<file path="src/rtl/rms_of_samples_assert.svh">
// ----------------------------------------------------------------------------
// rms_of_samples_assert.svh
// assertion macros shared by the rms block modules
// ----------------------------------------------------------------------------
`ifndef RMS_OF_SAMPLES_ASSERT_SVH
`define RMS_OF_SAMPLES_ASSERT_SVH

// same-cycle implication, checked out of reset
`define RMS_ASSERT_NOW(label, clk, rst_n, ante, cons) \
    label: assert property (@(posedge clk) disable iff (!rst_n) (ante) |-> (cons)) \
        else $error("rms assertion failed");

// next-cycle implication, checked out of reset
`define RMS_ASSERT_NEXT(label, clk, rst_n, ante, cons) \
    label: assert property (@(posedge clk) disable iff (!rst_n) (ante) |=> (cons)) \
        else $error("rms assertion failed");

`endif

</file>
<file path="src/rtl/rms_pkg.sv">
// ----------------------------------------------------------------------------
// rms_pkg
// shared constants and controller/datapath interface types
// ----------------------------------------------------------------------------
package rms_pkg;

    localparam int MAX_COUNT   = 128;
    localparam int SAMPLE_W    = 16;
    localparam int SQUARE_W    = 2 * SAMPLE_W;
    localparam int CNT_W       = $clog2(MAX_COUNT + 1);
    // max sum is MAX_COUNT * 2^30, below 2^(30 + CNT_W)
    localparam int SUM_W       = SQUARE_W - 2 + CNT_W;
    localparam int ROOT_W      = SAMPLE_W;
    localparam int RAD_W       = 2 * ROOT_W;
    localparam int SQREM_W     = ROOT_W + 1;
    localparam int DIV_STEPS   = SUM_W;
    localparam int ROOT_STEPS  = ROOT_W;
    localparam int STEP_W      = $clog2(DIV_STEPS);
    localparam int IN_TDATA_W  = 16;
    localparam int OUT_TDATA_W = 24;

    // commands from controller to datapath
    typedef struct packed {
        logic accept;     // input transaction taken this cycle
        logic calc_clear; // clear divider and root remainders
        logic div_step;   // one restoring division step
        logic root_step;  // one square root digit
        logic load_out;   // move result to output register, clear set
    } t_cmd;

    // status from datapath to controller
    typedef struct packed {
        logic out_free;   // output register can take a result this cycle
    } t_status;

endpackage

</file>
<file path="src/rtl/rms_ctrl.sv">
// ----------------------------------------------------------------------------
// rms_ctrl
// sequencer: accumulate, divide, square root, hand off result
// ----------------------------------------------------------------------------
`include "rms_of_samples_assert.svh"

module rms_ctrl import rms_pkg::*; (
    input  logic    i_clk,
    input  logic    i_rst_n,
    input  logic    i_in_valid,
    input  logic    i_in_last,
    input  t_status i_status,
    output logic    o_in_ready,
    output t_cmd    o_cmd
);

    typedef enum logic [4:0] {
        S_ACCUM    = 5'b00001,
        S_ADD_LAST = 5'b00010,
        S_DIVIDE   = 5'b00100,
        S_ROOT     = 5'b01000,
        S_HOLD     = 5'b10000
    } t_state;

    t_state              r_state, n_state;
    logic [STEP_W-1:0]   r_step, n_step;
    logic                accept;

    assign o_in_ready = (r_state == S_ACCUM);
    assign accept     = o_in_ready && i_in_valid;

    always_comb begin
        n_state          = r_state;
        n_step           = r_step;
        o_cmd            = '0;
        o_cmd.accept     = accept;
        case (r_state)
            S_ACCUM: begin
                if (accept && i_in_last) begin
                    n_state = S_ADD_LAST;
                end
            end
            S_ADD_LAST: begin
                // last square lands in the sum this cycle
                o_cmd.calc_clear = 1'b1;
                n_step           = '0;
                n_state          = S_DIVIDE;
            end
            S_DIVIDE: begin
                o_cmd.div_step = 1'b1;
                if (r_step == STEP_W'(DIV_STEPS - 1)) begin
                    n_step  = '0;
                    n_state = S_ROOT;
                end else begin
                    n_step = r_step + 1'b1;
                end
            end
            S_ROOT: begin
                o_cmd.root_step = 1'b1;
                if (r_step == STEP_W'(ROOT_STEPS - 1)) begin
                    n_step  = '0;
                    n_state = S_HOLD;
                end else begin
                    n_step = r_step + 1'b1;
                end
            end
            S_HOLD: begin
                if (i_status.out_free) begin
                    o_cmd.load_out = 1'b1;
                    n_state        = S_ACCUM;
                end
            end
            default: begin
                n_state = S_ACCUM;
                n_step  = '0;
            end
        endcase
    end

    always_ff @(posedge i_clk) begin
        if (!i_rst_n) begin
            r_state <= S_ACCUM;
            r_step  <= '0;
        end else begin
            r_state <= n_state;
            r_step  <= n_step;
        end
    end

    `RMS_ASSERT_NEXT(a_div_to_root, i_clk, i_rst_n,
        r_state == S_DIVIDE && r_step == STEP_W'(DIV_STEPS - 1), r_state == S_ROOT)
    `RMS_ASSERT_NEXT(a_last_stops_input, i_clk, i_rst_n,
        accept && i_in_last, !o_in_ready)

endmodule

</file>
<file path="src/rtl/rms_dp.sv">
// ----------------------------------------------------------------------------
// rms_dp
// square-accumulate, shift-subtract divider, digit square root, output reg
// ----------------------------------------------------------------------------
`include "rms_of_samples_assert.svh"

module rms_dp import rms_pkg::*; (
    input  logic                 i_clk,
    input  logic                 i_rst_n,
    input  t_cmd                 i_cmd,
    input  logic [SAMPLE_W-1:0]  i_sample,
    input  logic                 i_out_ready,
    output t_status              o_status,
    output logic                 o_out_valid,
    output logic [ROOT_W-1:0]    o_rms,
    output logic [CNT_W-1:0]     o_total,
    output logic                 o_overflowed
);

    logic [SUM_W-1:0]    r_sum;
    logic [CNT_W-1:0]    r_count;
    logic                r_drop;
    logic [SQUARE_W-1:0] r_square;
    logic                r_sq_add;
    logic [CNT_W-1:0]    r_div_rem;
    logic [SQREM_W-1:0]  r_sq_rem;
    logic [ROOT_W-1:0]   r_root;
    logic                r_out_valid;
    logic [ROOT_W-1:0]   r_rms;
    logic [CNT_W-1:0]    r_total;
    logic                r_ovf;

    logic [SAMPLE_W-1:0] mag;
    logic                room;
    logic [CNT_W:0]      div_sh;
    logic [CNT_W:0]      div_diff;
    logic                div_ge;
    logic [SQREM_W+1:0]  rt_sh;
    logic [SQREM_W+1:0]  rt_trial;
    logic                rt_ge;

    // magnitude; most negative sample gives 2^15 as unsigned
    assign mag  = i_sample[SAMPLE_W-1] ? (~i_sample + 1'b1) : i_sample;
    assign room = (r_count < CNT_W'(MAX_COUNT));

    assign div_sh   = {r_div_rem, r_sum[SUM_W-1]};
    assign div_diff = div_sh - {1'b0, r_count};
    assign div_ge   = (div_sh >= {1'b0, r_count});

    assign rt_sh    = {r_sq_rem, r_sum[RAD_W-1:RAD_W-2]};
    assign rt_trial = {1'b0, r_root, 2'b01};
    assign rt_ge    = (rt_sh >= rt_trial);

    assign o_status.out_free = !r_out_valid || i_out_ready;

    // sample intake: square is registered, added to the sum in the next cycle
    always_ff @(posedge i_clk) begin
        if (i_cmd.accept && room) begin
            r_square <= mag * mag;
        end
    end

    always_ff @(posedge i_clk) begin
        if (!i_rst_n) begin
            r_count  <= '0;
            r_drop   <= 1'b0;
            r_sq_add <= 1'b0;
        end else begin
            r_sq_add <= i_cmd.accept && room;
            if (i_cmd.load_out) begin
                r_count <= '0;
                r_drop  <= 1'b0;
            end else if (i_cmd.accept) begin
                if (room) begin
                    r_count <= r_count + 1'b1;
                end else begin
                    r_drop <= 1'b1;
                end
            end
        end
    end

    // sum register doubles as dividend/quotient and radicand shifter
    always_ff @(posedge i_clk) begin
        if (!i_rst_n) begin
            r_sum <= '0;
        end else if (i_cmd.load_out) begin
            r_sum <= '0;
        end else if (i_cmd.div_step) begin
            r_sum <= {r_sum[SUM_W-2:0], div_ge};
        end else if (i_cmd.root_step) begin
            r_sum <= {r_sum[SUM_W-1:RAD_W], r_sum[RAD_W-3:0], 2'b00};
        end else if (r_sq_add) begin
            r_sum <= r_sum + SUM_W'(r_square);
        end
    end

    always_ff @(posedge i_clk) begin
        if (i_cmd.calc_clear) begin
            r_div_rem <= '0;
            r_sq_rem  <= '0;
            r_root    <= '0;
        end else begin
            if (i_cmd.div_step) begin
                r_div_rem <= div_ge ? div_diff[CNT_W-1:0] : div_sh[CNT_W-1:0];
            end
            if (i_cmd.root_step) begin
                r_sq_rem <= rt_ge ? SQREM_W'(rt_sh - rt_trial) : SQREM_W'(rt_sh);
                r_root   <= {r_root[ROOT_W-2:0], rt_ge};
            end
        end
    end

    // output register
    always_ff @(posedge i_clk) begin
        if (!i_rst_n) begin
            r_out_valid <= 1'b0;
        end else if (i_cmd.load_out) begin
            r_out_valid <= 1'b1;
        end else if (i_out_ready) begin
            r_out_valid <= 1'b0;
        end
    end

    always_ff @(posedge i_clk) begin
        if (i_cmd.load_out) begin
            r_rms   <= r_root;
            r_total <= r_count;
            r_ovf   <= r_drop;
        end
    end

    assign o_out_valid  = r_out_valid;
    assign o_rms        = r_rms;
    assign o_total      = r_total;
    assign o_overflowed = r_ovf;

    `RMS_ASSERT_NOW(a_count_cap, i_clk, i_rst_n, 1'b1, r_count <= CNT_W'(MAX_COUNT))
    `RMS_ASSERT_NOW(a_drop_full, i_clk, i_rst_n, r_drop, r_count == CNT_W'(MAX_COUNT))
    `RMS_ASSERT_NOW(a_mean_fits, i_clk, i_rst_n, i_cmd.root_step,
        r_sum[SUM_W-1:RAD_W] == '0)
    `RMS_ASSERT_NOW(a_no_overwrite, i_clk, i_rst_n, i_cmd.load_out,
        !r_out_valid || i_out_ready)

endmodule

</file>
<file path="src/rtl/rms_of_samples.sv">
// ----------------------------------------------------------------------------
// rms_of_samples
// root mean square of signed q8.8 sample sets, result in unsigned q8.8
// ----------------------------------------------------------------------------
// usage:
//   input stream carries one signed q8.8 sample per transaction, tlast marks
//   the final sample of a set. non-last samples are taken one per cycle.
//   output stream carries one transaction per set: floor rms, the number of
//   samples used and an overflow flag (set when samples beyond 128 were
//   dropped; a dropped last sample still closes the set).
// set processing:
//   after the last sample the input is held off while the block adds the
//   final square, runs the bit-serial divider and the digit-by-digit square
//   root, then loads the output register once it is free.
//   the result shows on the output the cycle after that load.
// reset:
//   synchronous, active low; clears the running sum, count, overflow flag,
//   the sequencer and the output valid.
// stall:
//   the output register holds a finished result while the receiver stalls;
//   accumulation of the next set goes on meanwhile. only a second result
//   ready before the first is taken waits, with the input held off.
// ----------------------------------------------------------------------------
module rms_of_samples import rms_pkg::*; (
    input  logic                   i_clk,
    input  logic                   i_rst_n,
    // input stream
    input  logic                   s_axis_tvalid,
    output logic                   s_axis_tready,
    input  logic [IN_TDATA_W-1:0]  s_axis_tdata,   // [15:0] sample
    input  logic                   s_axis_tlast,   // last sample of the set
    // output stream
    output logic                   m_axis_tvalid,
    input  logic                   m_axis_tready,
    output logic [OUT_TDATA_W-1:0] m_axis_tdata,   // [15:0] rms, [23:16] sample_total
    output logic                   m_axis_tuser    // [0] overflowed
);

    t_cmd                cmd;
    t_status             status;
    logic [ROOT_W-1:0]   rms;
    logic [CNT_W-1:0]    total;

    // sequencer; only commands and status cross to the datapath
    rms_ctrl u_ctrl (
        .i_clk      (i_clk),
        .i_rst_n    (i_rst_n),
        .i_in_valid (s_axis_tvalid),
        .i_in_last  (s_axis_tlast),
        .i_status   (status),
        .o_in_ready (s_axis_tready),
        .o_cmd      (cmd)
    );

    // accumulate, divide, root and output register
    rms_dp u_dp (
        .i_clk        (i_clk),
        .i_rst_n      (i_rst_n),
        .i_cmd        (cmd),
        .i_sample     (s_axis_tdata[SAMPLE_W-1:0]),
        .i_out_ready  (m_axis_tready),
        .o_status     (status),
        .o_out_valid  (m_axis_tvalid),
        .o_rms        (rms),
        .o_total      (total),
        .o_overflowed (m_axis_tuser)
    );

    // pack result fields, lowest field in lowest bits; count field is 8 bits
    assign m_axis_tdata = {8'(total), rms};

endmodule

</file>
<file path="config.mk">
export PLATFORM = sky130hd
export DESIGN_NAME = rms_of_samples
export DESIGN_NICKNAME = d
export VERILOG_FILES = /design/src/rtl/rms_pkg.sv /design/src/rtl/rms_ctrl.sv /design/src/rtl/rms_dp.sv /design/src/rtl/rms_of_samples.sv
export VERILOG_INCLUDE_DIRS = /design/src /design/src/rtl
export SDC_FILE = /design/constraint.sdc
export NUM_CORES = 1
export LEC_CHECK = 0
export ABC_AREA = 0
export BUFFER_PORTS_ARGS = -buffer_cell sky130_fd_sc_hd__buf_2
export CORE_MARGIN = 3
export CORE_UTILIZATION = 59
export DETAILED_ROUTE_END_ITERATION = 10
export PLACE_DENSITY = 0.8
export SLEW_MARGIN = 5
export SYNTH_ARGS = -nofsm -noshare
export SYNTH_HDL_FRONTEND = slang
export SYNTH_SLANG_ARGS = --single-unit
</file>
<file path="constraint.sdc">
create_clock -name i_clk -period 7.3 [get_ports i_clk]
set_input_delay 0 -clock i_clk [delete_from_list [all_inputs] [get_ports i_clk]]
set_output_delay 0 -clock i_clk [all_outputs]
set_load 0.01 [all_outputs]
</file>
After elaboration in Yosys (flattened, before gate mapping)
Index checks and enable logic that the tools add are counted.

Register bits: 158. Bits in latches: 0. RAM bits: 0. Bits in read-only memories: 0. Input bits: 21. Memories: 0.

$add $sub $neg: 6. Multipliers: 1. Divide/modulo/power cells: 0. Magnitude comparators: 3. Equal/unequal tests: 12. Shifts and indexed selects: 0. Multiplexer cells: 21. Bitwise logic cells: 3. Reductions and logical operators: 14.

Operators by type and width (count): $mux W38 (3); $add A38 B32 Y38 (1); $mul A16 B16 Y32 (1); $pmux W5 S5 (1); $mux W5 (4); $ge A19 B18 Y1 (1); $pmux W6 S3 (1); $mux W17 (1); $sub A17 B17 Y17 (1); $add A16 B1 Y16 const B (1); $mux W16 (1); $not A16 Y16 (1); $mux W6 (2); $ge A9 B8 Y1 (1); $add A8 B1 Y8 const B (1); $lt A8 B8 Y1 const B (1); $mux W8 (1); $sub A8 B8 Y8 (1); $mux W1 (7); $add A6 B1 Y6 const B (1); $eq A6 B4 Y1 const B (1); $eq A6 B6 Y1 const B (1); $ne A2 B1 Y1 const B (3); $reduce_and A2 Y1 (3); other kinds (14) (20).

Logic depth before layout (Yosys ltp)
Gate-level depths: netlist (run 1).

Depth after elaboration: 5. Depth in mapped cells: 32.

By module
Synthesis (run 1) repeated with hierarchy kept, for this count alone.

Cells, all modules: 1837. Area total of the unflattened synthesis: 16314.4 sq um.

Modules (own cells, without submodules): rms_dp (instances 1, cells an instance 1749, area an instance 15576.2 sq um); rms_ctrl (instances 1, cells an instance 88, area an instance 738.2 sq um).

Worst setup path before layout (run 1)
Ideal clock, no wire load.

Kind: input-to-reg. Start point: input port s_axis_tdata[0]. End point: register u_dp.r_square[28] (data pin). Library setup time: 264 ps. Arrival time: 7013 ps. Data required time: 7036 ps. Slack: 23 ps. Stages: 32. Cells stage by stage: inv_1 > clkbuf_1 > ha_1 > nand2_1 > o21ai_0 > xor2_1 > buf_2 > clkinv_1 > nand2_1 > inv_1 > fa_1 > inv_1 > fa_1 > inv_1 > fa_1 > inv_1 > fa_1 > inv_1 > fa_1 > inv_1 > fa_1 > inv_1 > ha_1 > a2111oi_2 > nand2b_1 > a21oi_1 > o21ai_1 > o311a_1 > a21boi_2 > o21ai_0 > a211oi_1 > nor2_1.

Cells in the longest elaborated chain, start to end: 4.

Ends and longest elaborated chain: start: declaration (RTL line rms_of_samples.sv:30) `input logic [IN_TDATA_W-1:0] s_axis_tdata,`; $not A16 Y16 (RTL line rms_dp.sv:43) `assign mag = i_sample[SAMPLE_W-1] ? (~i_sample + 1'b1) : i_sample;`; $add A16 B1 Y16 (RTL line rms_dp.sv:43); $mux W16 * (RTL line rms_dp.sv:43); $mul A16 B16 Y32 * (RTL line rms_dp.sv:59) `r_square <= mag * mag;`; end signal: assignment (RTL line rms_dp.sv:59); end: declaration (RTL line rms_dp.sv:23) `logic [SQUARE_W-1:0] r_square;`.

Every way passes the cells marked *; elsewhere a longest branch is shown, timed or not. A chain may end at the register's enable or synchronous reset.

Worst setup path after layout (run 1)
Start point: input port s_axis_tdata[4]. End point: register u_dp.r_square[28] (data pin).

The elaborated chain is that of the path after synthesis.

==> summary.txt, run 1 <==
FLOORPLAN
-------------------------------------------------------------------------------------
Die width                                                                    173.2 um
Core Area                                                                   27180 um2
Row Count                                                                          60
Number of primary I/O pins                                                         48
Floorplan die height                                                         173.2 um
Initial core utilization                                                       0.6068
Area enclosed by the die boundary                                           29990 um2

FINAL LAYOUT
-------------------------------------------------------------------------------------
Count of nets after finishing                                                    2290
Layout Cell Area excl Fill                                                  18020 um2
Share of final-layout standard cells stronger than drive strength 1           0.09258
Area growth, synth to finish                                                   9.272%
Final antenna diode count                                                           0
Final design utilization                                                       0.6631
Most frequent standard cell in the layout excluding fill and tap cells   sky130_fd_sc_hd__inv_1
Highest-count cells in the layout ignoring fill and taps                 sky130_fd_sc_hd__inv_1, sky130_fd_sc_hd__nand2_1, sky130_fd_sc_hd__fa_1
Number of standard cells in the final layout excluding fillers                   2327

GLOBAL ROUTING
-------------------------------------------------------------------------------------
Final global-route overflow total                                                   0
Met1 Use GR                                                                    0.3194
Met3 track demand over resource                                               0.02591
M2 GR Usage                                                                    0.4263
GR Util All Layers                                                             0.2451
Initial antenna violation count                                                     0
Number of global-route vias before repair                                       13430
First-pass GRT wire length                                                   62330 um
Maximum number of pins on one net before global-route repair                       77
Highest-utilization routing layer at the global route stage                      met2

SYNTH
-------------------------------------------------------------------------------------
Number of different library cells in the post-synthesis netlist                    94
Number of enable flip-flop cells after synthesis                                   56
Post-synth top flop                                                      sky130_fd_sc_hd__dfxtp_1
Post-Synthesis Cells                                                             1868
Leading area contributor after synthesis                                 sky130_fd_sc_hd__fa_1
Leading cell types by total area after synthesis                         sky130_fd_sc_hd__fa_1, sky130_fd_sc_hd__dfxtp_1, sky130_fd_sc_hd__ha_1, sky130_fd_sc_hd__edfxtp_1, sky130_fd_sc_hd__inv_1
Mean instance size in the synthesized netlist                               8.828 um2
Yosys top cell area share                                                      0.2015
Synth Cell Area                                                             16490 um2
Async set-or-reset flop fraction in the synthesized netlist                         0
Sequential area share after synthesis                                          0.2246
Count of warnings emitted by yosys                                                  0
Total of flip-flops plus latches after synthesis                                  157

CLOCKING
-------------------------------------------------------------------------------------
Clock root cell                                                          sky130_fd_sc_hd__clkbuf_16
Clock slew at reported path FFs                                                 70 ps
CTS tree                                                                          yes
H-tree levels                                                                       4
Number of clock sinks seen by CTS                                                 157
Clock latency on the worst-skew pair                                           420 ps
Maximum clock insertion buffer count                                                2
Number of buffers added by the clock tree synthesis step                           17

WORST SETUP PATH
-------------------------------------------------------------------------------------
Cell family with most CP delay                                            adder cells
Cells on worst reg2reg path                                                        11
Startpoint kind of the worst setup timing path                           primary input
Critical Path AT                                                              7110 ps
Top fanout value on the critical path                                               6
Count of buffering cells on the critical path with inverters included               5
Kind of critical path                                                    primary input to flop
Logic depth of the worst setup path including buffers                              27
Critical path capture point type                                                 flop
Worst path most repeated cell                                            sky130_fd_sc_hd__fa_1
Data required time at the worst endpoint                                      7470 ps
Stage delay of the slowest cell on the critical path                           570 ps
Worst-path cell with the longest stage delay                             sky130_fd_sc_hd__or4_4

STA
-------------------------------------------------------------------------------------
Final setup skew                                                             8.498 ps
Time the worst path needs with I/O delays and setup                           6933 ps
Final-report hold violation count                                                   0
Slew at the pin closest to its max-slew limit                                981.3 ps
Hold Slack                                                                   99.51 ps
Count of pins over their slew limit                                                 0
Worst rel slew slack                                                           0.3289
Final critical-path share of the clock period                                  0.9497
Number of endpoints failing setup at the final stage                                0
Fmax                                                                        144.2 MHz

DETAILED ROUTING
-------------------------------------------------------------------------------------
Drt wl/cell                                                                  15.68 um
Overall routed net length                                                    36480 um
DR iter-0 viols                                                                   962
Iteration count of the initial detailed-routing pass                                5
DRC Markers                                                                         0
DRT antenna net count                                                               0
Via Count                                                                       13320
Routed via count divided by cell count                                          5.724

PLACED DESIGN
-------------------------------------------------------------------------------------
Total placed cells including tap cells                                           2287
Count of input and output buffers                                                  47
DP Area                                                                     17340 um2
Detailed Place HPWL                                                          28960 um
Routability cong.                                                              0.9562

RUN STATUS
-------------------------------------------------------------------------------------
Outcome                                                                  finished, final reports clean

RUN
-------------------------------------------------------------------------------------
Reported max-cap violation count                                                    0

WORST HOLD PATH
-------------------------------------------------------------------------------------
Hold/Removal Path Class                                                  primary input to flop
Worst Hold Depth                                                                    2

metrics by stage:
step	setup TNS [ps]	setup WS [ps]
floorplan	0	23.07
global route	-12.55	-12.55
finish	0	367.1
global placement	0	100.6
detailed placement	-374.9	-137.5
CTS	0	198.5
path summary, 6_finish.rpt:
kind / from / slack (ps) / to
worst max register to register: u_dp.r_square[0]$_DFFE_PP_ / 4110 / u_dp.r_sum[30]$_SDFFE_PP0P_
worst max-delay path: s_axis_tdata[4] / 370 / u_dp.r_square[28]$_DFFE_PP_
worst min register to register: u_dp.r_drop$_SDFFE_PP0P_ / 450 / u_dp.o_overflowed$_DFFE_PP_
worst min-delay path: s_axis_tdata[1] / 100 / u_dp.r_square[2]$_DFFE_PP_
layout make-up:
| cell class | count | area, um2 |
|---|---|---|
| clock buffers | 18 | 429.2 |
| inverters | 290 | 1089 |
| repair buffers | 106 | 690.7 |
| fillers | 2140 | 9156 |
| clock inverters | 14 | 145.1 |
| flip-flops and latches | 157 | 3704 |
| well taps | 372 | 465.4 |
| multi-input cells | 1370 | 11500 |
repair_timing:
| item | 4_1_cts | 5_1_grt |
|---|---|---|
| hold buffers | 5 | 0 |
| buffers inserted | 0 | 3 |
| gates resized for setup | 0 | 5 |
| setup endpoints to repair | 0 | 7 |
| hold endpoints to repair | 15 | 0 |
routing by layer:
layer / part of all wire / up-vias
li1: - / 6446
met1: 0.43 / 6366
met2: 0.49 / 419
met3: 0.048 / 89
met4: 0.029 / 0
met5: 0 / -
registers in the layout (all words and copies together), names as in the netlist:
name and flops:
u_dp.o_out_valid 1, u_ctrl.r_state 5, u_dp.r_sum 38, u_dp.r_square 31, u_dp.r_count 8, u_dp.r_div_rem 8
u_dp.r_sq_rem 17, u_ctrl.r_step 6, u_dp.r_drop 1, u_dp.o_rms 16, u_dp.o_total 8, u_dp.o_overflowed 1
u_dp.r_sq_add 1, u_dp.r_root 16
synthesized netlist by cell type, types with 33 or more instances:
master and n:
sky130_fd_sc_hd__inv_1 283, sky130_fd_sc_hd__nand2_1 189, sky130_fd_sc_hd__fa_1 166, sky130_fd_sc_hd__ha_1 161
sky130_fd_sc_hd__nor2_1 155, sky130_fd_sc_hd__a21oi_1 132, sky130_fd_sc_hd__dfxtp_1 101, sky130_fd_sc_hd__o21ai_0 86
sky130_fd_sc_hd__edfxtp_1 56, sky130_fd_sc_hd__xnor2_1 52, sky130_fd_sc_hd__clkbuf_1 39, sky130_fd_sc_hd__xor2_1 35
sky130_fd_sc_hd__a21o_1 33
cell families after synthesis:
| family | Yosys count | synth area share |
|---|---|---|
| other | 2 | 0.0004554 |
| AOI/OAI and AO/OA | 422 | 0.1683 |
| and+or+nand+nor | 502 | 0.1392 |
| DFF | 157 | 0.2246 |
| muxes | 20 | 0.01229 |
| xor gates and xnor gates | 88 | 0.04788 |
| adders and majority gates | 327 | 0.3237 |
| buffers and inverters | 350 | 0.08361 |
Power of run 1 is not shown: default switching activity piles up to over one toggle a cycle in this logic, so the estimate is an artifact.
==> run 2, diff against run 1 <==
--- a/config.mk
+++ b/config.mk
@@ -7,11 +7,8 @@
 export NUM_CORES = 1
 export LEC_CHECK = 0
-export ABC_AREA = 0
+export ABC_AREA = 1
 export BUFFER_PORTS_ARGS = -buffer_cell sky130_fd_sc_hd__buf_2
-export CORE_MARGIN = 3
-export CORE_UTILIZATION = 59
 export DETAILED_ROUTE_END_ITERATION = 10
-export PLACE_DENSITY = 0.8
-export SLEW_MARGIN = 5
+export SLEW_MARGIN = 20
 export SYNTH_ARGS = -nofsm -noshare
 export SYNTH_HDL_FRONTEND = slang
==> constraint.sdc (replaced) <==
create_clock -name i_clk -period 7.3 [get_ports i_clk]
set_input_delay 1.095 -clock i_clk [delete_from_list [all_inputs] [get_ports i_clk]]
set_output_delay 1.095 -clock i_clk [all_outputs]
set_load 0.01 [all_outputs]
==> run 2 against run 1 <==
Net effect:
- the flow now stops in synthesis (1_2_yosys)
==> summary.txt, run 2 <==
SYNTH
-------------------------------------------------
Count of warnings emitted by yosys              0

RUN STATUS
-------------------------------------------------
Fail Step                            synthesis (1_2_yosys)
Error text reported by the tool      ERROR: ABC failed with status B
Outcome                              stopped before the end

